[config.mk]
export PLATFORM = sky130hd
export DESIGN_NAME = gmos_div
export DESIGN_NICKNAME = d
export VERILOG_FILES = /design/src/gmos_pkg.sv /design/src/gmos_div.sv
export SDC_FILE = /design/constraint.sdc
export NUM_CORES = 1
export LEC_CHECK = 0
export CAP_MARGIN = 20
export CORE_MARGIN = 4
export CORE_UTILIZATION = 60
export CTS_BUF_LIST = sky130_fd_sc_hd__clkbuf_8 sky130_fd_sc_hd__clkbuf_16
export CTS_CLUSTER_SIZE = 25
export DETAILED_ROUTE_END_ITERATION = 10
export DONT_BUFFER_PORTS = 1
export GPL_ROUTABILITY_DRIVEN = 0
export PLACE_DENSITY = 0.73
export SYNTH_ARGS = -nofsm -noshare
export SYNTH_HDL_FRONTEND = slang
export SYNTH_SLANG_ARGS = --single-unit
[constraint.sdc]
create_clock -name clk -period 4.75 [get_ports clk]
set_input_delay 0.2375 -clock clk [delete_from_list [all_inputs] [get_ports clk]]
set_output_delay 0.2375 -clock clk [all_outputs]
set_load 0.1 [all_outputs]
[src/gmos_pkg.sv]
// gmos_pkg: shared widths, constants, item and handshake types for the
// grouped mean offset scaler. No dependencies.
package gmos_pkg;

    // field widths
    localparam int SAMPLE_W    = 16;
    localparam int DIVISOR_W   = 16;
    localparam int OUT_W       = 33;
    localparam int CFG_IDX_W   = 8;

    // arithmetic constants
    localparam int GROUP_LENGTH = 50;
    localparam int FRAC_BITS    = 8;
    localparam int SCALE_SHIFT  = 8;
    localparam int CNT_W        = 8;
    // running value stays within the sample range times GROUP_LENGTH
    localparam int RV_W         = 24;
    // widest dividend: (baseline - mean) in fixed point, shifted by the scale
    localparam int DIV_W        = RV_W + FRAC_BITS + SCALE_SHIFT + 2;
    localparam int ITER_W       = $clog2(DIV_W);

    // group mean by reciprocal: exact truncation for any RV_W-bit magnitude
    localparam int     GRP_SHIFT      = RV_W + $clog2(GROUP_LENGTH);
    localparam int     RECIP_W        = RV_W + 1;
    localparam int     GRP_PROD_W     = RV_W + RECIP_W;
    localparam longint GRP_RECIP_FULL = ((longint'(1) <<< GRP_SHIFT)
                                        + longint'(GROUP_LENGTH - 1))
                                        / longint'(GROUP_LENGTH);
    localparam logic [RECIP_W-1:0] GRP_RECIP = RECIP_W'(GRP_RECIP_FULL);

    // item queue between front and back
    localparam int QUEUE_DEPTH  = 4;
    localparam int QPTR_W       = $clog2(QUEUE_DEPTH);

    // register indexes
    localparam logic [CFG_IDX_W-1:0] REG_BASELINE = CFG_IDX_W'(0);
    localparam logic [CFG_IDX_W-1:0] REG_SCALE    = CFG_IDX_W'(1);

    // reset values and saturation bounds
    localparam logic [DIVISOR_W-1:0] SCALE_RESET = DIVISOR_W'(256);
    localparam logic [OUT_W-1:0] OUT_MAX = {1'b0, {(OUT_W-1){1'b1}}};
    localparam logic [OUT_W-1:0] OUT_MIN = {1'b1, {(OUT_W-1){1'b0}}};

    // one classified item
    typedef struct packed {
        logic signed [SAMPLE_W-1:0] sample;
        logic                       last;
        logic                       seed;
    } item_t;

    typedef struct packed {
        logic full;
        logic empty;
    } q_stat_t;

    typedef struct packed {
        logic                     start;
        logic signed [DIV_W-1:0]  dividend;
        logic [DIVISOR_W-1:0]     divisor;
    } div_req_t;

    typedef struct packed {
        logic                     busy;
        logic                     done;
        logic signed [DIV_W-1:0]  quotient;
    } div_rsp_t;

    typedef enum logic [2:0] {
        BK_IDLE,
        BK_GROUP_DIV,
        BK_GROUP_MEAN,
        BK_MEAN_DIV,
        BK_SCALE_DIV,
        BK_OUT
    } back_state_t;

endpackage

[src/gmos_div.sv]
// gmos_div: iterative restoring divider, one quotient bit per cycle,
// signed dividend, unsigned nonzero divisor, truncates toward zero.
// Depends on gmos_pkg.
module gmos_div (
    input  logic                clk,
    input  logic                rst_n,
    input  gmos_pkg::div_req_t  req,
    output gmos_pkg::div_rsp_t  rsp
);

    logic                              busy_reg;
    logic                              fin_reg;
    logic                              done_reg;
    logic [gmos_pkg::ITER_W-1:0]       iter_reg;
    logic [gmos_pkg::DIVISOR_W-1:0]    rem_reg;
    logic [gmos_pkg::DIV_W-1:0]        quo_reg;
    logic [gmos_pkg::DIVISOR_W-1:0]    den_reg;
    logic                              neg_reg;
    logic signed [gmos_pkg::DIV_W-1:0] result_reg;

    logic [gmos_pkg::DIVISOR_W:0]      shifted;
    logic [gmos_pkg::DIVISOR_W:0]      trial;
    logic                              ge;
    logic [gmos_pkg::DIVISOR_W-1:0]    rem_step;
    logic [gmos_pkg::DIV_W-1:0]        magnitude;
    logic                              last_iter;

    // one restoring step
    always_comb
    begin
        shifted   = {rem_reg, quo_reg[gmos_pkg::DIV_W-1]};
        ge        = (shifted >= {1'b0, den_reg});
        trial     = shifted - {1'b0, den_reg};
        rem_step  = ge ? trial[gmos_pkg::DIVISOR_W-1:0] : shifted[gmos_pkg::DIVISOR_W-1:0];
        magnitude = req.dividend[gmos_pkg::DIV_W-1] ? (-req.dividend) : req.dividend;
        last_iter = (iter_reg == gmos_pkg::ITER_W'(gmos_pkg::DIV_W - 1));
    end

    // control
    always_ff @(posedge clk or negedge rst_n)
    begin
        if (!rst_n)
        begin
            busy_reg <= 1'b0;
            fin_reg  <= 1'b0;
            done_reg <= 1'b0;
            iter_reg <= '0;
        end
        else
        begin
            done_reg <= fin_reg;
            fin_reg  <= busy_reg && last_iter;
            if (req.start)
            begin
                busy_reg <= 1'b1;
                iter_reg <= '0;
            end
            else if (busy_reg)
            begin
                iter_reg <= iter_reg + gmos_pkg::ITER_W'(1);
                if (last_iter)
                begin
                    busy_reg <= 1'b0;
                end
            end
        end
    end

    // datapath
    always_ff @(posedge clk)
    begin
        if (req.start)
        begin
            rem_reg <= '0;
            quo_reg <= magnitude;
            den_reg <= req.divisor;
            neg_reg <= req.dividend[gmos_pkg::DIV_W-1];
        end
        else if (busy_reg)
        begin
            rem_reg <= rem_step;
            quo_reg <= {quo_reg[gmos_pkg::DIV_W-2:0], ge};
        end
        if (fin_reg)
        begin
            result_reg <= neg_reg ? (-quo_reg) : quo_reg;
        end
    end

    always_comb
    begin
        rsp.busy     = busy_reg || fin_reg;
        rsp.done     = done_reg;
        rsp.quotient = result_reg;
    end

endmodule

Word level (Yosys, flattened, before mapping):

Cells that the tools add are included.

* register bits after elaboration: 126
* output and inout bits: 44
* logic and storage cells: 28

* add/subtract/negate cells: 4
* $lt $le $gt $ge: 1
* equality and inequality tests: 1
* muxes and demuxes: 10
* reductions and logical operators: 3

Operators by type and width (number)
* $mux 42: 4
* $neg 42->42: 2
* $ge 17x16->1: 1
* $mux 16: 1
* $sub 16x16->16: 1
* $mux 6: 2
* $add 6x1->6 const B: 1
* $eq 6x6->1 const B: 1
* $mux 1: 3
* $reduce_bool 2->1: 1
* $logic_and 1x1->1: 1
* $logic_or 1x1->1: 1

Logic depth before layout (Yosys ltp):

Gate-level depths: netlist of the first run.

* word-level depth: 4
* gate-level depth with buffers: 12

Worst setup path before layout of the first run:

Ideal clock, no wire load.

* path type: reg-to-reg
* start point: reg quo_reg[8] (netlist bit)
* end point: reg result_reg[40] (netlist bit) (data pin)
* setup time: 263 ps
* data arrival time: 2433 ps
* required time: 4487 ps
* path slack: 2054 ps
* stages on the path, launching flop included: 9
* buffers on the path: 1
* clock period less this slack: 2696 ps
* cells stage by stage: edfxtp_1 -> or4_1 -> or4_1 -> buf_2 -> or4b_4 -> nor2_4 -> inv_2 -> o41ai_2 -> xnor2_1

* cells in the longest elaborated chain, start to end: 2

RTL lines
* start, declared: RTL line gmos_div.sv:16 `logic [gmos_pkg::DIV_W-1:0] quo_reg;`
* start signal, assigned: RTL line gmos_div.sv:75 `quo_reg <= magnitude;`
* start signal, assigned: RTL line gmos_div.sv:82 `quo_reg <= {quo_reg[gmos_pkg::DIV_W-2:0], ge};`
* $neg 42->42: RTL line gmos_div.sv:86 `result_reg <= neg_reg ? (-quo_reg) : quo_reg;`
* $mux 42: RTL line gmos_div.sv:86
* end signal, assigned: RTL line gmos_div.sv:86
* end, declared: RTL line gmos_div.sv:19 `logic signed [gmos_pkg::DIV_W-1:0] result_reg;`

No other way between the ends.
A chain may end at the register's enable or synchronous reset.

Worst setup path in the final report of the first run:

Same ends and word-level chain as after synthesis.

==> impl_metrics.csv, run 1 <==
group,metric,value,unit
run_status,status,"complete, no violations",
pwr,power_frac_seq,0.381,
yosys,synth.most_common_cell,"edfxtp_1",
floorplan,rows,39,
final_layout,seq_area,0.003580,sq mm
critical_path,endpoint_kind,"register",
timing,tns,0,ns
timing,setup-violations-final,0,
pwr,p_int,2.819,mW
clock_network,htreeDepth,4,
yosys,synth_seq_area_share,0.5030,
detailed_routing,dr.pass1.iters,5,
pwr,swShare,0.2677,
placement,dp.cells,800,
detailed_routing,wl_per_cell,18.26,um
yosys,ys.flop_type,"edfxtp_1",
global_routing,grt_max_degree,86,
global_routing,antenna_found_initial,0,
timing,timing.final.crit_share,0.6184,
critical_path,cp.arrival,3.11,ns
final_layout,instances_no_fill,851,
final_layout,drive_gt1_frac,0.07627,
final_layout,multi_input_area,0.003291,sq mm
clock_network,clock_latency,0.42,ns
final_layout,nFillCells,829,
pwr,pwr-share-clk,0.401,
floorplan,core-area,0.01152,sq mm
yosys,synth_area,0.007114,sq mm
min_path,hold_class,"input pin to register",
global_routing,grt_pass1_wl,25070,um
detailed_routing,ant_nets,0,
yosys,ys_ff_latch,126,
clock_network,numCtsBuffers,17,
global_routing,grt_overflow_total,0,
clock_network,clock-sinks,126,
timing,drv_slew,0,
timing,worst_slew_pin_slew,1.051,ns
final_layout,antennaDiodeCount,0,
timing,fin_worst_skew,0.009817,ns
critical_path,critPathMaxFanout,7,
floorplan,ios,105,
final_layout,nets,777,
clock_network,clock-root-buffer,"clkbuf_16",
critical_path,worstSetupPathType,"register to register",
timing,rsz0062_at_grt,"false",
clock_network,postCtsSetupBuffers,0,
yosys,synth_commonest_cells,"101 x edfxtp_1, 74 x nor2_1, 58 x a21oi_1, 48 x xor2_1, 47 x xnor2_1",
timing,fmax,0.3404,GHz
yosys,syn_inst,687,
final_layout,final_area,0.008099,sq mm
pwr,powerDensity,475.4,mW/mm^2
detailed_routing,drt_iter0_drc,322,
placement,place_area,0.007184,sq mm
clock_network,post_cts_resized,0,
detailed_routing,drc,0,
floorplan,die-area,0.01366,sq mm
yosys,yosys_warnings,0,
yosys,async_flop_share,0.07143,
job,maxCapViolCount,0,
clock_network,tritoncts,"done",
global_routing,grt_usage,0.2389,
yosys,synth_edf_count,101,
detailed_routing,via_per_inst,6.210,
placement,place_hpwl,10650,um
pwr,power_leakage,2.973,nW
timing,hold_violations,0,
final_layout,area_growth,13.84,%
pwr,irDropWorstVdd,0.3418,mV
yosys,synth.largest_area_cell,"edfxtp_1",
critical_path,start_kind,"register",
pwr,power_frac_comb,0.218,
detailed_routing,wl,15540,um
floorplan,chipHeight,116.9,um
clock_network,clkTransAtPathRegs,0.05,ns
clock_network,ctsHoldBuffers,19,
final_layout,final_util,0.7033,
global_routing,grt_pass1_vias,5070,
detailed_routing,vias,5285,
floorplan,start_util,0.6178,
critical_path,required,4.92,ns
pwr,p_switching,1.031,mW
yosys,synth_fp_nets,769,
placement,port_buffers,0,
yosys,yosysUniqueCellTypes,60,
yosys,synth_top_area_share,0.4263,
yosys,synth.top_cells.by_area,"edfxtp_1 43%, xor2_1 5.9%, xnor2_1 5.8%",
timing,slew_headroom,0.2968,
timing,period_needed,2.938,ns
floorplan,die_w,116.9,um
clock_network,cts_buffer_depth,2,
yosys,synth.avg_cell_area,10.36,sq um
==> power by group through the flow <==
stage | Clock (mW) | Combinational (mW) | Sequential, mW
floorplan | 0 | 0.695 | 1.45
global placement | 0 | 0.785 | 1.48
detailed placement | 0 | 0.809 | 1.48
CTS | 1.56 | 0.833 | 1.46
global route | 1.62 | 0.951 | 1.48
finish | 1.54 | 0.839 | 1.47
==> kinds of logic after synthesis <==
logic type      count (synthesis)  share of synthesized area
simple gates                  207                     0.1440
compound gates                165                     0.1504
flops                         126                     0.5030
xor+xnor                       95                     0.1170
buf+inv                        64                    0.03482
fa+ha+maj                      21                    0.03799
mux                             9                    0.01284
==> layout by cell type (no fill, tap or decap), types with 4 or more instances in the layout <==
master | synthesis | layout
edfxtp_1 | 101 | 101
nor2_1 | 74 | 74
a21oi_1 | 58 | 58
xor2_1 | 48 | 48
xnor2_1 | 47 | 47
nand2_1 | 45 | 44
inv_1 | 31 | 32
o21ai_0 | 32 | 32
o31ai_1 | 22 | 22
ha_1 | 20 | 20
dlygate4sd3_1 | 0 | 18
clkbuf_16 | 0 | 17
dfxtp_1 | 16 | 16
nor3_1 | 14 | 14
or4_1 | 11 | 11
o41ai_1 | 11 | 11
nand3_1 | 11 | 11
a211oi_1 | 9 | 9
or3_1 | 8 | 8
and3_1 | 8 | 8
mux2i_1 | 8 | 8
dfrtp_1 | 9 | 8
nand2b_1 | 7 | 7
bufinv_16 | 0 | 7
nor4_1 | 6 | 6
nand4_1 | 6 | 6
a21o_1 | 5 | 5
clkbuf_8 | 0 | 4
==> metrics by stage <==
stage                     total power [mW]  worst slack, ns  hold slack [ns]
after floorplan                      2.142            2.054         -0.05809
after global placement               2.262            1.944         -0.05789
after detailed placement             2.294            1.826         -0.05790
after CTS                            3.861            1.815          0.02723
after global routing                 4.048            1.666          0.01351
final                                3.850            1.813          0.02975
==> final cells by class <==
type / instances / share of cell area
tap: 143 / 0.02209
inverter: 32 / 0.01483
clock inverter: 11 / 0.02889
clock buffer: 21 / 0.05932
multi-input combinational: 497 / 0.4063
sequential: 126 / 0.4420
timing repair buffer: 21 / 0.02657
==> metal layers <==
| layer | global-route usage | routed length (um) |
|---|---|---|
| met5 | 0 | 0 |
| met4 | 0.09557 | 377 |
| met3 | 0.07301 | 1091 |
| met2 | 0.3978 | 7846 |
| met1 | 0.2913 | 6224 |
==> path summary, 6_finish.rpt <==
| check | startpoint | endpoint | slack [ns] | cells past startpoint |
|---|---|---|---|---|
| max in group asynchronous | rst_n | fin_reg$_DFF_PN0_ | 4.26 | 1 |
| min in group asynchronous | rst_n | iter_reg[2]$_DFFE_PN0P_ | 0.18 | 1 |
| min | req[58] | quo_reg[1]$_DFFE_PP_ | 0.03 | 1 |
| max reg2reg | quo_reg[8]$_DFFE_PP_ | result_reg[40]$_DFFE_PP_ | 1.81 | 7 |
| max | quo_reg[8]$_DFFE_PP_ | result_reg[40]$_DFFE_PP_ | 1.81 | 7 |
| min reg2reg | rem_reg[7]$_SDFFE_PP0P_ | rem_reg[7]$_SDFFE_PP0P_ | 0.51 | 2 |
==> critical path: stages, from the launching register on <==
cell	delay [ns]
edfxtp_1	0.44
or4_1	0.57
or4_1	0.59
or4b_4	0.58
nor2_4	0.15
inv_2	0.05
o41ai_2	0.22
xnor2_1	0.10
(Power assumes the default switching activity.)
==> run 2, diff against run 1 <==
- clock period: 4.75 -> 3.1 ns (I/O delays scaled with it)
==> impl_metrics.csv, run 2 (synthesis gave the netlist of run 1 again) <==
group,metric,value,unit
critical_path,critPathMaxFanout,4,
critical_path,worstSetupPathType,"register to register",
clock_network,clock_latency,0.41,ns
final_layout,nets,790,
final_layout,nFillCells,822,
floorplan,ios,105,
critical_path,required,3.26,ns
timing,worst_slack,0.3174,ns
placement,port_buffers,0,
global_routing,antenna_found_initial,0,
pwr,power_leakage,3.005,nW
clock_network,numCtsBuffers,17,
global_routing,grt_pass1_vias,5127,
timing,setup-violations-final,0,
placement,place_area,0.007237,sq mm
clock_network,post_cts_resized,0,
clock_network,cts_buffer_depth,2,
timing,timing.final.crit_share,0.8976,
final_layout,final_area,0.008100,sq mm
detailed_routing,ant_nets,0,
timing,worst_slew_pin_slew,0.9535,ns
timing,drv_slew,0,
floorplan,chipHeight,116.9,um
critical_path,start_kind,"register",
detailed_routing,drc,0,
pwr,irDropWorstVdd,0.4375,mV
floorplan,core-area,0.01152,sq mm
final_layout,area_growth,13.86,%
final_layout,final_common_cell,"edfxtp_1",
detailed_routing,dr.pass1.iters,5,
clock_network,htreeDepth,4,
run_status,status,"complete, no violations",
critical_path,cp.arrival,2.94,ns
clock_network,tritoncts,"done",
timing,fmax,0.3594,GHz
placement,place_ws,0.3144,ns
global_routing,grt_max_degree,101,
final_layout,instances_no_fill,864,
final_layout,drive_gt1_frac,0.07906,
placement,dp.cells,807,
detailed_routing,via_per_inst,6.269,
timing,tns,0,ns
detailed_routing,drt_iter0_drc,376,
final_layout,most-common-layout-cells,"101 x edfxtp_1, 74 x nor2_1, 58 x a21oi_1",
detailed_routing,wl_per_cell,18.48,um
global_routing,grt_usage,0.2418,
timing,hold_violations,0,
final_layout,antennaDiodeCount,0,
floorplan,rows,39,
clock_network,clock-sinks,126,
detailed_routing,wl,15960,um
pwr,power.total,5.554,mW
timing,rsz0062_at_grt,"false",
floorplan,start_util,0.6178,
global_routing,grt_pass1_wl,25340,um
clock_network,clock-root-buffer,"clkbuf_16",
timing,slew_headroom,0.3656,
detailed_routing,vias,5416,
global_routing,grt_overflow_total,0,
pwr,powerDensity,685.7,mW/mm^2
clock_network,clkTransAtPathRegs,0.05,ns
job,maxCapViolCount,0,
critical_path,endpoint_kind,"register",
timing,period_needed,2.783,ns
placement,place_hpwl,10620,um
min_path,hold_class,"input pin to register",
timing,fin_worst_skew,0.006622,ns
floorplan,die-area,0.01366,sq mm
floorplan,die_w,116.9,um
[run 2: changes by cell type in the layout (fill, tap and decap cells not counted)]
cell and delta:
clkinvlp_4 -2, clkinv_2 +3, buf_16 +1, dlygate4sd3_1 +6, clkbuf_8 -1, bufinv_16 -4
buf_12 -1, buf_4 +7, inv_1 +4
[run 2: metrics by stage]
step           utilization  hold WS [ns]
6_report            0.7034       0.02494
5_1_grt             0.7034       0.01486
4_1_cts             0.7025      0.004064
3_5_place_dp        0.6284       -0.1404
3_3_place_gp        0.6284       -0.1404
2_1_floorplan            -       -0.1406
[run 2: cell type report]
type                       count  area (sq um)  area share
multi-input combinational    497          3291      0.4062
timing repair buffer          34         335.3     0.04140
clock inverter                12         128.9     0.01591
clock buffer                  20         466.7     0.05762
tap                          143         178.9     0.02209
inverter                      32         120.1     0.01483
sequential                   126          3580      0.4419
[run 2: report_power, final]
group          switching, mW  internal (mW)
clock network          0.670           1.31
logic                  0.726          0.610
registers              0.181           2.06
[run 2: worst paths after layout]
path	startpoint	endpoint	slack, ns	cells past startpoint
max	quo_reg[8]$_DFFE_PP_	result_reg[40]$_DFFE_PP_	0.32	7
min	req[58]	quo_reg[30]$_DFFE_PP_	0.02	2
max reg2reg	quo_reg[8]$_DFFE_PP_	result_reg[40]$_DFFE_PP_	0.32	7
min reg2reg	rem_reg[10]$_SDFFE_PP0P_	rem_reg[10]$_SDFFE_PP0P_	0.50	2
max in group asynchronous	rst_n	fin_reg$_DFF_PN0_	2.67	1
min in group asynchronous	rst_n	iter_reg[5]$_DFFE_PN0P_	0.11	1
[run 2: repair_timing]
item                                    in CTS  in global routing
endpoints found under the hold margin      104                  1
buffers inserted                             0                  0
hold buffers                                24                  1
endpoints found under the setup margin       0                  0
[run 2: layer usage]
metal | share of wire | global-route usage | vias up | wire, um
met5 | 0 | 0 | - | 0
met1 | 0.40 | 0.2983 | 2596 | 6411
met2 | 0.50 | 0.3989 | 201 | 7944
met3 | 0.070 | 0.06067 | 45 | 1122
met4 | 0.030 | 0.1162 | 0 | 484
li1 | - | - | 2574 | -
[run 2: worst max-delay path: stages, from the launching register on]
cell and delay, ns:
edfxtp_1 0.44, or4_1 0.56, or4_1 0.46, or4b_4 0.55
nor2_4 0.14, inv_2 0.05, o41ai_2 0.23, xnor2_1 0.10
