--- src/gmos_pkg.sv ---
// gmos_pkg: shared widths, constants, item and handshake types for the
// grouped mean offset scaler. No dependencies.
package gmos_pkg;

    // field widths
    localparam int SAMPLE_W    = 16;
    localparam int DIVISOR_W   = 16;
    localparam int OUT_W       = 33;
    localparam int CFG_IDX_W   = 8;

    // arithmetic constants
    localparam int GROUP_LENGTH = 50;
    localparam int FRAC_BITS    = 8;
    localparam int SCALE_SHIFT  = 8;
    localparam int CNT_W        = 8;
    // running value stays within the sample range times GROUP_LENGTH
    localparam int RV_W         = 24;
    // widest dividend: (baseline - mean) in fixed point, shifted by the scale
    localparam int DIV_W        = RV_W + FRAC_BITS + SCALE_SHIFT + 2;
    localparam int ITER_W       = $clog2(DIV_W);

    // group mean by reciprocal: exact truncation for any RV_W-bit magnitude
    localparam int     GRP_SHIFT      = RV_W + $clog2(GROUP_LENGTH);
    localparam int     RECIP_W        = RV_W + 1;
    localparam int     GRP_PROD_W     = RV_W + RECIP_W;
    localparam longint GRP_RECIP_FULL = ((longint'(1) <<< GRP_SHIFT)
                                        + longint'(GROUP_LENGTH - 1))
                                        / longint'(GROUP_LENGTH);
    localparam logic [RECIP_W-1:0] GRP_RECIP = RECIP_W'(GRP_RECIP_FULL);

    // item queue between front and back
    localparam int QUEUE_DEPTH  = 4;
    localparam int QPTR_W       = $clog2(QUEUE_DEPTH);

    // register indexes
    localparam logic [CFG_IDX_W-1:0] REG_BASELINE = CFG_IDX_W'(0);
    localparam logic [CFG_IDX_W-1:0] REG_SCALE    = CFG_IDX_W'(1);

    // reset values and saturation bounds
    localparam logic [DIVISOR_W-1:0] SCALE_RESET = DIVISOR_W'(256);
    localparam logic [OUT_W-1:0] OUT_MAX = {1'b0, {(OUT_W-1){1'b1}}};
    localparam logic [OUT_W-1:0] OUT_MIN = {1'b1, {(OUT_W-1){1'b0}}};

    // one classified item
    typedef struct packed {
        logic signed [SAMPLE_W-1:0] sample;
        logic                       last;
        logic                       seed;
    } item_t;

    typedef struct packed {
        logic full;
        logic empty;
    } q_stat_t;

    typedef struct packed {
        logic                     start;
        logic signed [DIV_W-1:0]  dividend;
        logic [DIVISOR_W-1:0]     divisor;
    } div_req_t;

    typedef struct packed {
        logic                     busy;
        logic                     done;
        logic signed [DIV_W-1:0]  quotient;
    } div_rsp_t;

    typedef enum logic [2:0] {
        BK_IDLE,
        BK_GROUP_DIV,
        BK_GROUP_MEAN,
        BK_MEAN_DIV,
        BK_SCALE_DIV,
        BK_OUT
    } back_state_t;

endpackage

--- src/gmos_queue.sv ---
// gmos_queue: short item fifo that decouples the front from the back.
// Depends on gmos_pkg.
module gmos_queue (
    input  logic               clk,
    input  logic               rst_n,
    input  logic               push,
    input  gmos_pkg::item_t    push_item,
    input  logic               pop,
    output gmos_pkg::item_t    pop_item,
    output gmos_pkg::q_stat_t  q_stat
);

    gmos_pkg::item_t entries [gmos_pkg::QUEUE_DEPTH];

    logic [gmos_pkg::QPTR_W-1:0] wr_ptr_reg;
    logic [gmos_pkg::QPTR_W-1:0] wr_ptr_next;
    logic [gmos_pkg::QPTR_W-1:0] rd_ptr_reg;
    logic [gmos_pkg::QPTR_W-1:0] rd_ptr_next;
    logic [gmos_pkg::QPTR_W:0]   count_reg;
    logic [gmos_pkg::QPTR_W:0]   count_next;

    // status
    always_comb
    begin
        q_stat.full  = (count_reg == (gmos_pkg::QPTR_W + 1)'(gmos_pkg::QUEUE_DEPTH));
        q_stat.empty = (count_reg == '0);
    end

    assign pop_item = entries[rd_ptr_reg];

    // pointers and fill count
    always_comb
    begin
        wr_ptr_next = wr_ptr_reg;
        rd_ptr_next = rd_ptr_reg;
        count_next  = count_reg;
        if (push)
        begin
            wr_ptr_next = wr_ptr_reg + gmos_pkg::QPTR_W'(1);
        end
        if (pop)
        begin
            rd_ptr_next = rd_ptr_reg + gmos_pkg::QPTR_W'(1);
        end
        if (push && !pop)
        begin
            count_next = count_reg + (gmos_pkg::QPTR_W + 1)'(1);
        end
        else if (pop && !push)
        begin
            count_next = count_reg - (gmos_pkg::QPTR_W + 1)'(1);
        end
    end

    always_ff @(posedge clk or negedge rst_n)
    begin
        if (!rst_n)
        begin
            wr_ptr_reg <= '0;
            rd_ptr_reg <= '0;
            count_reg  <= '0;
        end
        else
        begin
            wr_ptr_reg <= wr_ptr_next;
            rd_ptr_reg <= rd_ptr_next;
            count_reg  <= count_next;
        end
    end

    // entry storage
    always_ff @(posedge clk)
    begin
        if (push)
        begin
            entries[wr_ptr_reg] <= push_item;
        end
    end

endmodule

--- config.mk ---
export PLATFORM = sky130hd
export DESIGN_NAME = gmos_queue
export DESIGN_NICKNAME = d
export VERILOG_FILES = /design/src/gmos_pkg.sv /design/src/gmos_queue.sv
export SDC_FILE = /design/constraint.sdc
export NUM_CORES = 1
export LEC_CHECK = 0
export ABC_AREA = 1
export BUFFER_PORTS_ARGS = -buffer_cell sky130_fd_sc_hd__buf_2
export CAP_MARGIN = 25
export CORE_UTILIZATION = 42
export CTS_CLUSTER_SIZE = 14
export DETAILED_ROUTE_END_ITERATION = 10
export PLACE_DENSITY = 0.6
export SETUP_SLACK_MARGIN = 0.15
export SLEW_MARGIN = 15
export SYNTH_ARGS = -nofsm -noshare
export SYNTH_HDL_FRONTEND = slang
export SYNTH_SLANG_ARGS = --single-unit
--- constraint.sdc ---
create_clock -name clk -period 1.75 [get_ports clk]
set_input_delay 0.175 -clock clk [delete_from_list [all_inputs] [get_ports clk]]
set_output_delay 0.175 -clock clk [all_outputs]
set_load 0.05 [all_outputs]
Word-level counts from Yosys, hierarchy flattened
Memories as Yosys holds them, arrays and structs flattened.
Index checks and enable logic that the tools add are counted.
Storage, ports and cells
  memory bits (writable): 72
  register bits after elaboration: 7
  output and inout bits: 20
  logic and storage cells: 19
  bits of input ports: 22
  memories: 1
Memories
  entries: words 4, width 18, read ports 1, clocked after memory_dff 0, write ports 1, line gmos_queue.sv:13  | gmos_pkg::item_t entries [gmos_pkg::QUEUE_DEPTH];
Cells by class
  multiplexer cells: 4
  add/sub/neg operators: 4
  reduce and logical (&&, ||, !) cells: 6
  equality and inequality tests: 1
Operators with widths (count)
  $mux W3: 2
  $add A2 B1 Y2 const B: 2
  $add A3 B1 Y3 const B: 1
  $eq A3 B3 Y1 const B: 1
  $logic_not A3 Y1: 1
  $sub A3 B1 Y3 const B: 1
  $logic_and A1 B1 Y1: 2
  $logic_not A1 Y1: 2
  $mux W1: 2
  $reduce_bool A2 Y1: 1

Depth between registers and ports, before layout
Gate-level depths: netlist of the first run.
  word-level depth: 4
  gate-level depth with buffers: 9
  depth with buffers taken out: 9

Least setup slack after synthesis of the first run
OpenSTA, ideal clock, no wires.
  path kind: reg-to-output
  start: reg count_reg[0] (netlist name)
  end: out q_stat[0] (netlist name)
  data required time: 1.575 ns
  buffers on the path: 0
  data arrival time: 1.522 ns
  path slack: 0.053 ns
  stages on the path, launching flop included: 2
  cells stage by stage: dfrtp_1 nor3_1
RTL lines
  from (decl): line gmos_queue.sv:19  | logic [gmos_pkg::QPTR_W:0] count_reg;
  from (signal assigned): line gmos_queue.sv:67  | count_reg <= count_next;
  to (decl): line gmos_queue.sv:10  | output gmos_pkg::q_stat_t q_stat

==> results_dict.tcl, run 1 <==
set metrics [dict create \
    grt_pass1_vias 2075 \
    clock_latency_ps 350 \
    vdd_drop_max_v 0.00115 \
    stdcell_area_mm2 0.00440 \
    p_leak_uw 0.00183 \
    maxSlewHeadroom 0.823 \
    clock-sinks 79 \
    crit_fanout 26 \
    rsz0062_at_grt "yes" \
    worst_slew_pin_slew_ps 265 \
    grt_antenna_before_repair 0 \
    wl_per_cell_um 14.9 \
    drc 0 \
    cp_slowest_cell "dfrtp_4" \
    dieArea_mm2 0.00902 \
    overflow 0 \
    ys.warnings.count 0 \
    setup-tns-final_ps 0 \
    hold_viol 0 \
    hold_ws_ps 31.4 \
    place.gp.congestion 0.706 \
    cts_buffer_depth 2 \
    fill_cells 713 \
    ant_nets 0 \
    worstSetupStartpointType "register" \
    place_ws_ps 313 \
    placed_cell_area_mm2 0.00393 \
    largest_reg_flops 72 \
    synth_top_area_cell "edfxtp_1" \
    antenna_cells 0 \
    finalMaxSlewViolations 0 \
    numPortBuffers 41 \
    start_util 0.438 \
    yosysUniqueCellTypes 22 \
    path_cells "buf_16 > o211ai_4 > nand2_2 > buf_8" \
    critical-path-top-delay-family "flip-flops" \
    fmax_ghz 0.574 \
    die_y_um 95.0 \
    synth_area_leaders "edfxtp_1 (60%), o211ai_2 (11%), nand2_2 (6.2%), inv_1 (4.9%), dfrtp_1 (4.8%)" \
    synth-seq-cells 79 \
    drt_iter0_drc 89 \
    synth_top_area_share 0.595 \
    ios 42 \
    path_clk_slew_ps 80 \
    avgSynthCellArea_um2 14.1 \
    fp.coreArea_mm2 0.00830 \
    cp-end-kind "primary output" \
    dr_total_vias 1974 \
    yosysSeqAreaShare 0.643 \
    stdcell_count 421 \
    numCtsBuffers 9 \
    r2r_slack_ps 330 \
    fin_crit_ps 1740 \
    worst_path_largest_cell_delay_ps 570 \
    yosysMostFrequentCell "edfxtp_1" \
    nets 339 \
    htree_levels 3 \
    grt_pass1_wl_mm 10.4 \
    synth_common_cells "edfxtp_1 (72), inv_1 (47), nand2_2 (36), o211ai_2 (33), nand2_1 (31)" \
    drive_gt1_frac 0.446 \
    setup_slack_ps 7.16 \
    dp.cells 402 \
    min_path_type "input pin to register" \
    die_w_um 95.0 \
    cts_tree "done" \
    syn_inst 257 \
    wl_mm 6.26 \
    rows 33 \
    fin_crit_sh 0.996 \
    skew_ps 9.55 \
    firstDrtPassIters 4 \
    area_growth_pct 21.1 \
    root_buffer "clkbuf_8" \
    criticalPathCategory "register to primary output" \
    max_cap_viol_count 0 \
    dp_hpwl_mm 3.89 \
    synth_fp_nets 285 \
    cp.buffers_inverters 2 \
    track_usage 0.160 \
    outcome "finished, final reports clean" \
    synth_flop_cell "edfxtp_1" \
    synth_edf_count 72 \
    grt_max_degree 27 \
    viasPerCell 4.69 \
    arrival_ps 1570 \
    required_ps 1570 \
    setup_viol 0 \
    synth-async-reset-ratio 0.0886 \
    p_per_area_mw_per_mm2 2030 \
    syn_area_mm2 0.00363 \
]
[power breakdown]
group	total (uW)	internal, uW	leakage [uW]	switching, uW
Combinational	4740	1860	0.000979	2880
Sequential	2740	2500	0.000742	236
Clock	1450	794	0.000108	654
[cells in the final DEF, fill, tap and decap left out, types with 5 or more instances in the layout]
master,count
buf_2,23
buf_4,7
buf_8,15
clkbuf_8,9
dfrtp_1,5
edfxtp_1,72
ha_1,5
inv_1,47
nand2_1,31
nand2_2,36
o211ai_2,31
[cells by family (layout without fill, tap and decap cells)]
group,Yosys count,count (layout),share of synthesized area
AOI/OAI and AO/OA,37,37,0.121
buffers and inverters,60,119,0.101
and+or+nand+nor,71,71,0.0999
DFF,79,79,0.643
adders and majority gates,6,6,0.0227
xor gates and xnor gates,4,4,0.0117
[what timing repair did]
action                                  in CTS  in global routing
pin swaps                                    2                  5
hold buffers                                 1                  0
endpoints found under the hold margin        7                  0
endpoints found under the setup margin      18                 18
setup buffers                                0                  0
gates cloned                                 1                  1
resized for setup                           56                  0
[per-stage QoR]
step	utilization	power, uW
2_1_floorplan	-	6000
3_3_place_gp	0.474	6560
3_5_place_dp	0.474	6620
4_1_cts	0.527	8970
5_1_grt	0.530	9400
6_report	0.530	8920
[layout make-up]
class	instances	area, um2	area share
repair buffers	55	577	0.131
clock inverters	7	86.3	0.0196
multi-input cells	118	946	0.215
inverters	48	193	0.0438
clock buffers	9	124	0.0282
well taps	105	131	0.0299
flip-flops and latches	79	2340	0.532
[metal layers]
metal / share of wire / vias to the layer above / global-route usage / wire [um]
met2: 0.50 / 27 / 0.262 / 3160
met5: 0 / - / 0 / 0
li1: - / 983 / - / -
met3: 0.036 / 10 / 0.0370 / 224
met1: 0.44 / 954 / 0.196 / 2740
met4: 0.022 / 0 / 0.0833 / 140
[worst paths after layout]
kind,from,endpoint,depth (start not counted)
setup / recovery,rd_ptr_reg[0]$_DFFE_PN0P_,pop_item[15],4
hold / removal,push_item[6],entries[0][6]$_DFFE_PP_,1
setup reg to reg,wr_ptr_reg[0]$_DFFE_PN0P_,entries[0][13]$_DFFE_PP_,5
hold reg to reg,count_reg[2]$_DFFE_PN0P_,count_reg[2]$_DFFE_PN0P_,2
max in group asynchronous,rst_n,rd_ptr_reg[0]$_DFFE_PN0P_,2
min in group asynchronous,rst_n,count_reg[0]$_DFFE_PN0P_,2
No activity file was read; power rests on OpenSTA's default activity.
==> inputs of run 2 (changes only) <==
--- a/config.mk
+++ b/config.mk
@@ -6,12 +6,12 @@
 export NUM_CORES = 1
 export LEC_CHECK = 0
 export ABC_AREA = 1
-export BUFFER_PORTS_ARGS = -buffer_cell sky130_fd_sc_hd__buf_2
+export BUFFER_PORTS_ARGS = -buffer_cell sky130_fd_sc_hd__buf_4
 export CAP_MARGIN = 25
-export CORE_UTILIZATION = 42
+export CORE_UTILIZATION = 58
 export CTS_CLUSTER_SIZE = 14
 export DETAILED_ROUTE_END_ITERATION = 10
-export PLACE_DENSITY = 0.6
+export PLACE_DENSITY = 0.78
 export SETUP_SLACK_MARGIN = 0.15
 export SLEW_MARGIN = 15
 export SYNTH_ARGS = -nofsm -noshare
==> results_dict.tcl, run 2 (synthesized netlist as in run 1, its figures left out) <==
set metrics [dict create \
    viasPerCell 5.17 \
    clock-sinks 79 \
    vdd_drop_max_v 0.00140 \
    regArea_mm2 0.00234 \
    required_ps 1570 \
    dr_total_vias 2022 \
    r2r_cells 5 \
    hold_ws_ps 11.4 \
    setup-tns-final_ps 0 \
    wl_per_cell_um 16.4 \
    firstDrtPassIters 4 \
    drc 0 \
    area_growth_pct 22.6 \
    dp_hpwl_mm 3.65 \
    numPortBuffers 41 \
    cts_tree "done" \
    grt_pass1_vias 2046 \
    outcome "finished, final reports clean" \
    hold_depth 2 \
    cp_slowest_cell "dfrtp_4" \
    rsz0062_at_grt "yes" \
    hold_viol 0 \
    finalMaxSlewViolations 0 \
    nets 339 \
    root_buffer "clkbuf_8" \
    die_y_um 81.1 \
    crit_fanout 18 \
    wl_mm 6.41 \
    criticalPathCategory "register to primary output" \
    r2r_slack_ps 420 \
    min_path_type "input pin to register" \
    multi_input_area_um2 945 \
    drive_gt1_frac 0.456 \
    layout_commonest_cell "edfxtp_1" \
    clock_latency_ps 350 \
    ios 42 \
    track_usage 0.214 \
    final_cell_mix "edfxtp_1 (72), inv_1 (47), nand2_2 (39)" \
    max_cap_viol_count 0 \
    hold_start "pop" \
    grt_max_degree 37 \
    worst_path_largest_cell_delay_ps 570 \
    rows 28 \
    largest_reg_flops 72 \
    p_per_area_mw_per_mm2 2060 \
    timing.rr.start "wr_ptr_reg[0]$_DFFE_PN0P_" \
    antenna_cells 0 \
    place.gp.congestion 0.763 \
    r2r_end "entries[0][8]$_DFFE_PP_" \
    hold_path_end "rd_ptr_reg[0]$_DFFE_PN0P_" \
    cp-end-kind "primary output" \
    dieArea_mm2 0.00658 \
    die_w_um 81.1 \
    path_cells "clkbuf_16 > o211ai_2 > nand2_2 > buf_8" \
    fin_crit_ps 1740 \
    ant_nets 0 \
    fp.coreArea_mm2 0.00599 \
    path_clk_slew_ps 80 \
    maxSlewHeadroom 0.852 \
    grt_antenna_before_repair 0 \
    numCtsBuffers 9 \
    worst_slew_pin_slew_ps 221 \
    cts_buffer_depth 2 \
    overflow 0 \
    skew_ps 4.94 \
    fmax_ghz 0.574 \
    fin_crit_sh 0.996 \
    p_leak_uw 0.00186 \
    htree_levels 3 \
    fill_cells 366 \
    setup_viol 0 \
    drt_iter0_drc 73 \
    arrival_ps 1570 \
    cp.buffers_inverters 2 \
    grt_pass1_wl_mm 9.89 \
    critical-path-top-delay-family "flip-flops" \
    start_util 0.606 \
    worstSetupStartpointType "register" \
]
-- run 2: layout make-up --
cell class                      instances  area share
Clock buffer                            9      0.0278
Clock inverter                          7      0.0270
Inverter                               48      0.0433
Multi-Input combinational cell        118       0.212
Sequential cell                        79       0.526
Tap cell                               75      0.0211
Timing Repair Buffer                   55       0.143
-- run 2: repair_timing --
action	CTS	global route
hold buffers	1	0
gates resized for setup	35	3
setup endpoints to repair	18	18
hold endpoints to repair	7	0
gates cloned	1	2
buffers inserted	1	0
pin swaps	3	2
-- run 2: routing by layer --
| layer | vias to the layer above | share of wire | GRT usage | wire (um) |
|---|---|---|---|---|
| met4 | 0 | 0.019 | 0.102 | 122 |
| met1 | 986 | 0.42 | 0.257 | 2680 |
| met3 | 11 | 0.028 | 0.0348 | 182 |
| met2 | 41 | 0.53 | 0.374 | 3430 |
| met5 | - | 0 | 0 | 0 |
| li1 | 984 | - | - | - |
-- run 2: worst max path at each step --
stage	startpoint	to	slack [ps]	cells after the start
5_1_grt	rd_ptr_reg[0]$_DFFE_PN0P_	pop_item[0]	-40	4
6_report	rd_ptr_reg[0]$_DFFE_PN0P_	pop_item[17]	7	4
4_1_cts	rd_ptr_reg[0]$_DFFE_PN0P_	pop_item[14]	-10	4
2_1_floorplan	count_reg[0]$_DFFE_PN0P_	q_stat[0]	50	1
3_3_place_gp	rd_ptr_reg[0]$_DFFE_PN0P_	pop_item[3]	310	5
3_5_place_dp	rd_ptr_reg[0]$_DFFE_PN0P_	pop_item[14]	260	5
-- run 2: power breakdown --
| part | switching, uW | internal [uW] | leakage, uW |
|---|---|---|---|
| Sequential | 214 | 2500 | 0.000743 |
| Combinational | 2950 | 1880 | 0.000999 |
| Clock | 672 | 952 | 0.000121 |
-- run 2: worst register-to-register path: stages, from the launching register on --
cell	delay (ps)
dfrtp_1	430
inv_1	100
ha_1	150
nand2_1	50
inv_1	70
buf_4	230
-- run 2: through the flow --
| stage | std cells | utilization | area, um2 | setup WS [ps] | total power [uW] |
|---|---|---|---|---|---|
| finish | 391 | 0.743 | 4450 | 6.60 | 9160 |
| floorplan | 257 | - | 3630 | 52.7 | 6000 |
| global placement | 370 | 0.662 | 3970 | 311 | 6680 |
| CTS | 389 | 0.734 | 4390 | -10.7 | 9080 |
| detailed placement | 370 | 0.662 | 3970 | 264 | 6770 |
| global route | 391 | 0.743 | 4450 | -44.8 | 9600 |
==> inputs of run 3 (changes only) <==
--- a/config.mk
+++ b/config.mk
@@ -11,6 +11,7 @@
 export CORE_UTILIZATION = 58
 export CTS_CLUSTER_SIZE = 14
 export DETAILED_ROUTE_END_ITERATION = 10
+export HOLD_SLACK_MARGIN = 0.06
 export PLACE_DENSITY = 0.78
 export SETUP_SLACK_MARGIN = 0.15
 export SLEW_MARGIN = 15
==> results_dict.tcl, run 3 (synthesized netlist as in run 1, its figures left out) <==
set metrics [dict create \
    nets 360 \
    drt_iter0_drc 96 \
    required_ps 1570 \
    numPortBuffers 41 \
    fmax_ghz 0.575 \
    cp-end-kind "primary output" \
    cp_slowest_cell "dfrtp_4" \
    fin_util 0.780 \
    criticalPathCategory "register to primary output" \
    finalMaxSlewViolations 0 \
    seqPwrFrac 0.293 \
    dieArea_mm2 0.00658 \
    maxSlewHeadroom 0.843 \
    start_util 0.606 \
    combPwrFrac 0.531 \
    ant_nets 0 \
    cell_internal_pwr_uw 5380 \
    track_usage 0.230 \
    grt_pass1_vias 2212 \
    dp.cells 370 \
    drc 0 \
    p_per_area_mw_per_mm2 1990 \
    worst_path_largest_cell_delay_ps 560 \
    layout_commonest_cell "edfxtp_1" \
    hold_viol 0 \
    fp.coreArea_mm2 0.00599 \
    p_leak_uw 0.00195 \
    cts_tree "done" \
    largest_reg_flops 72 \
    outcome "finished, final reports clean" \
    dr_total_vias 2166 \
    arrival_ps 1560 \
    vdd_drop_max_v 0.00137 \
    fin_crit_ps 1740 \
    switchingPower_uw 3900 \
    ios 42 \
    min_path_type "input pin to async pin" \
    numCtsBuffers 9 \
    crit_fanout 18 \
    clock-sinks 79 \
    worst_slew_pin_slew_ps 236 \
    setup_viol 0 \
    rows 28 \
    root_buffer "clkbuf_8" \
    dp_hpwl_mm 3.65 \
    r2r_slack_ps 420 \
    path_clk_slew_ps 80 \
    worstSetupStartpointType "register" \
    clock_power_share 0.176 \
    antenna_cells 0 \
    viasPerCell 5.26 \
    finalPower_uw 9280 \
    overflow 0 \
    fin_crit_sh 0.994 \
    area_growth_pct 28.6 \
    die_w_um 81.1 \
    stdcell_count 412 \
    clock_latency_ps 350 \
    skew_ps 5.46 \
    max_cap_viol_count 0 \
    wl_per_cell_um 17.3 \
    switching_share 0.420 \
    grt_antenna_before_repair 0 \
    drive_gt1_frac 0.451 \
    path_cells "clkbuf_16 > o211ai_2 > nand2_2 > buf_8" \
    place_ws_ps 264 \
    grt_pass1_wl_mm 10.6 \
    final_cell_mix "edfxtp_1 (72), inv_1 (45), nand2_2 (42)" \
    place.gp.congestion 0.763 \
    htree_levels 3 \
    setup_slack_ps 11.2 \
    rsz0062_at_grt "yes" \
    grt_max_degree 37 \
    cts_buffer_depth 2 \
    wl_mm 7.11 \
    die_y_um 81.1 \
    firstDrtPassIters 4 \
]
==> run 3: repair_timing <==
item,4_1_cts,5_1_grt
gates resized for setup,35,10
pin swaps,3,2
cloned,1,2
hold endpoints to repair,82,0
hold buffers,21,0
endpoints found under the setup margin,18,19
setup buffers,1,1
==> run 3: through the flow <==
stage          area, um2  hold WS [ps]  setup TNS (ps)
5_1_grt             4670           190            -514
3_5_place_dp        3970         -4.02               0
4_1_cts             4590           162           -20.5
6_report            4670           169               0
2_1_floorplan       3630          -121               0
3_3_place_gp        3970         -7.70               0
==> run 3: path summary, 6_finish.rpt <==
kind,start,to,cells after the start
worst min-delay path,rst_n,rd_ptr_reg[1]$_DFFE_PN0P_,2
worst min register to register,count_reg[2]$_DFFE_PN0P_,count_reg[2]$_DFFE_PN0P_,2
max in group asynchronous,rst_n,rd_ptr_reg[0]$_DFFE_PN0P_,2
worst max-delay path,rd_ptr_reg[0]$_DFFE_PN0P_,pop_item[16],4
worst max register to register,wr_ptr_reg[0]$_DFFE_PN0P_,entries[0][8]$_DFFE_PP_,5
min in group clk,count_reg[2]$_DFFE_PN0P_,count_reg[2]$_DFFE_PN0P_,2
==> run 3: metal layers <==
metal,track usage,wire length [um]
met1,0.257,2870
met2,0.430,4000
met3,0.0337,189
met4,0.102,53
met5,0,0
==> run 3: power by group through the flow <==
stage               Clock [uW]  Sequential [uW]  Combinational [uW]
floorplan                    0             2660                3340
detailed placement           0             2720                4050
global route              1730             2750                5220
global placement             0             2700                3980
finish                    1630             2720                4930
CTS                       1650             2700                4760
==> run 3: final cells by class <==
class / instances / area, um2
Clock buffer: 9 / 124
Clock inverter: 7 / 120
Fill cell: 340 / 1320
Inverter: 48 / 193
Multi-Input combinational cell: 118 / 957
Sequential cell: 79 / 2340
Tap cell: 75 / 93.8
Timing Repair Buffer: 76 / 843
==> run 3: worst max-delay path: cells and delay by family (launching register included) <==
kind                   cells  cell delay [ps]
buffers and inverters      2              380
flip-flops                 1              560
AO/OA/AOI/OAI              1              190
AND/OR/NAND/NOR            1               80
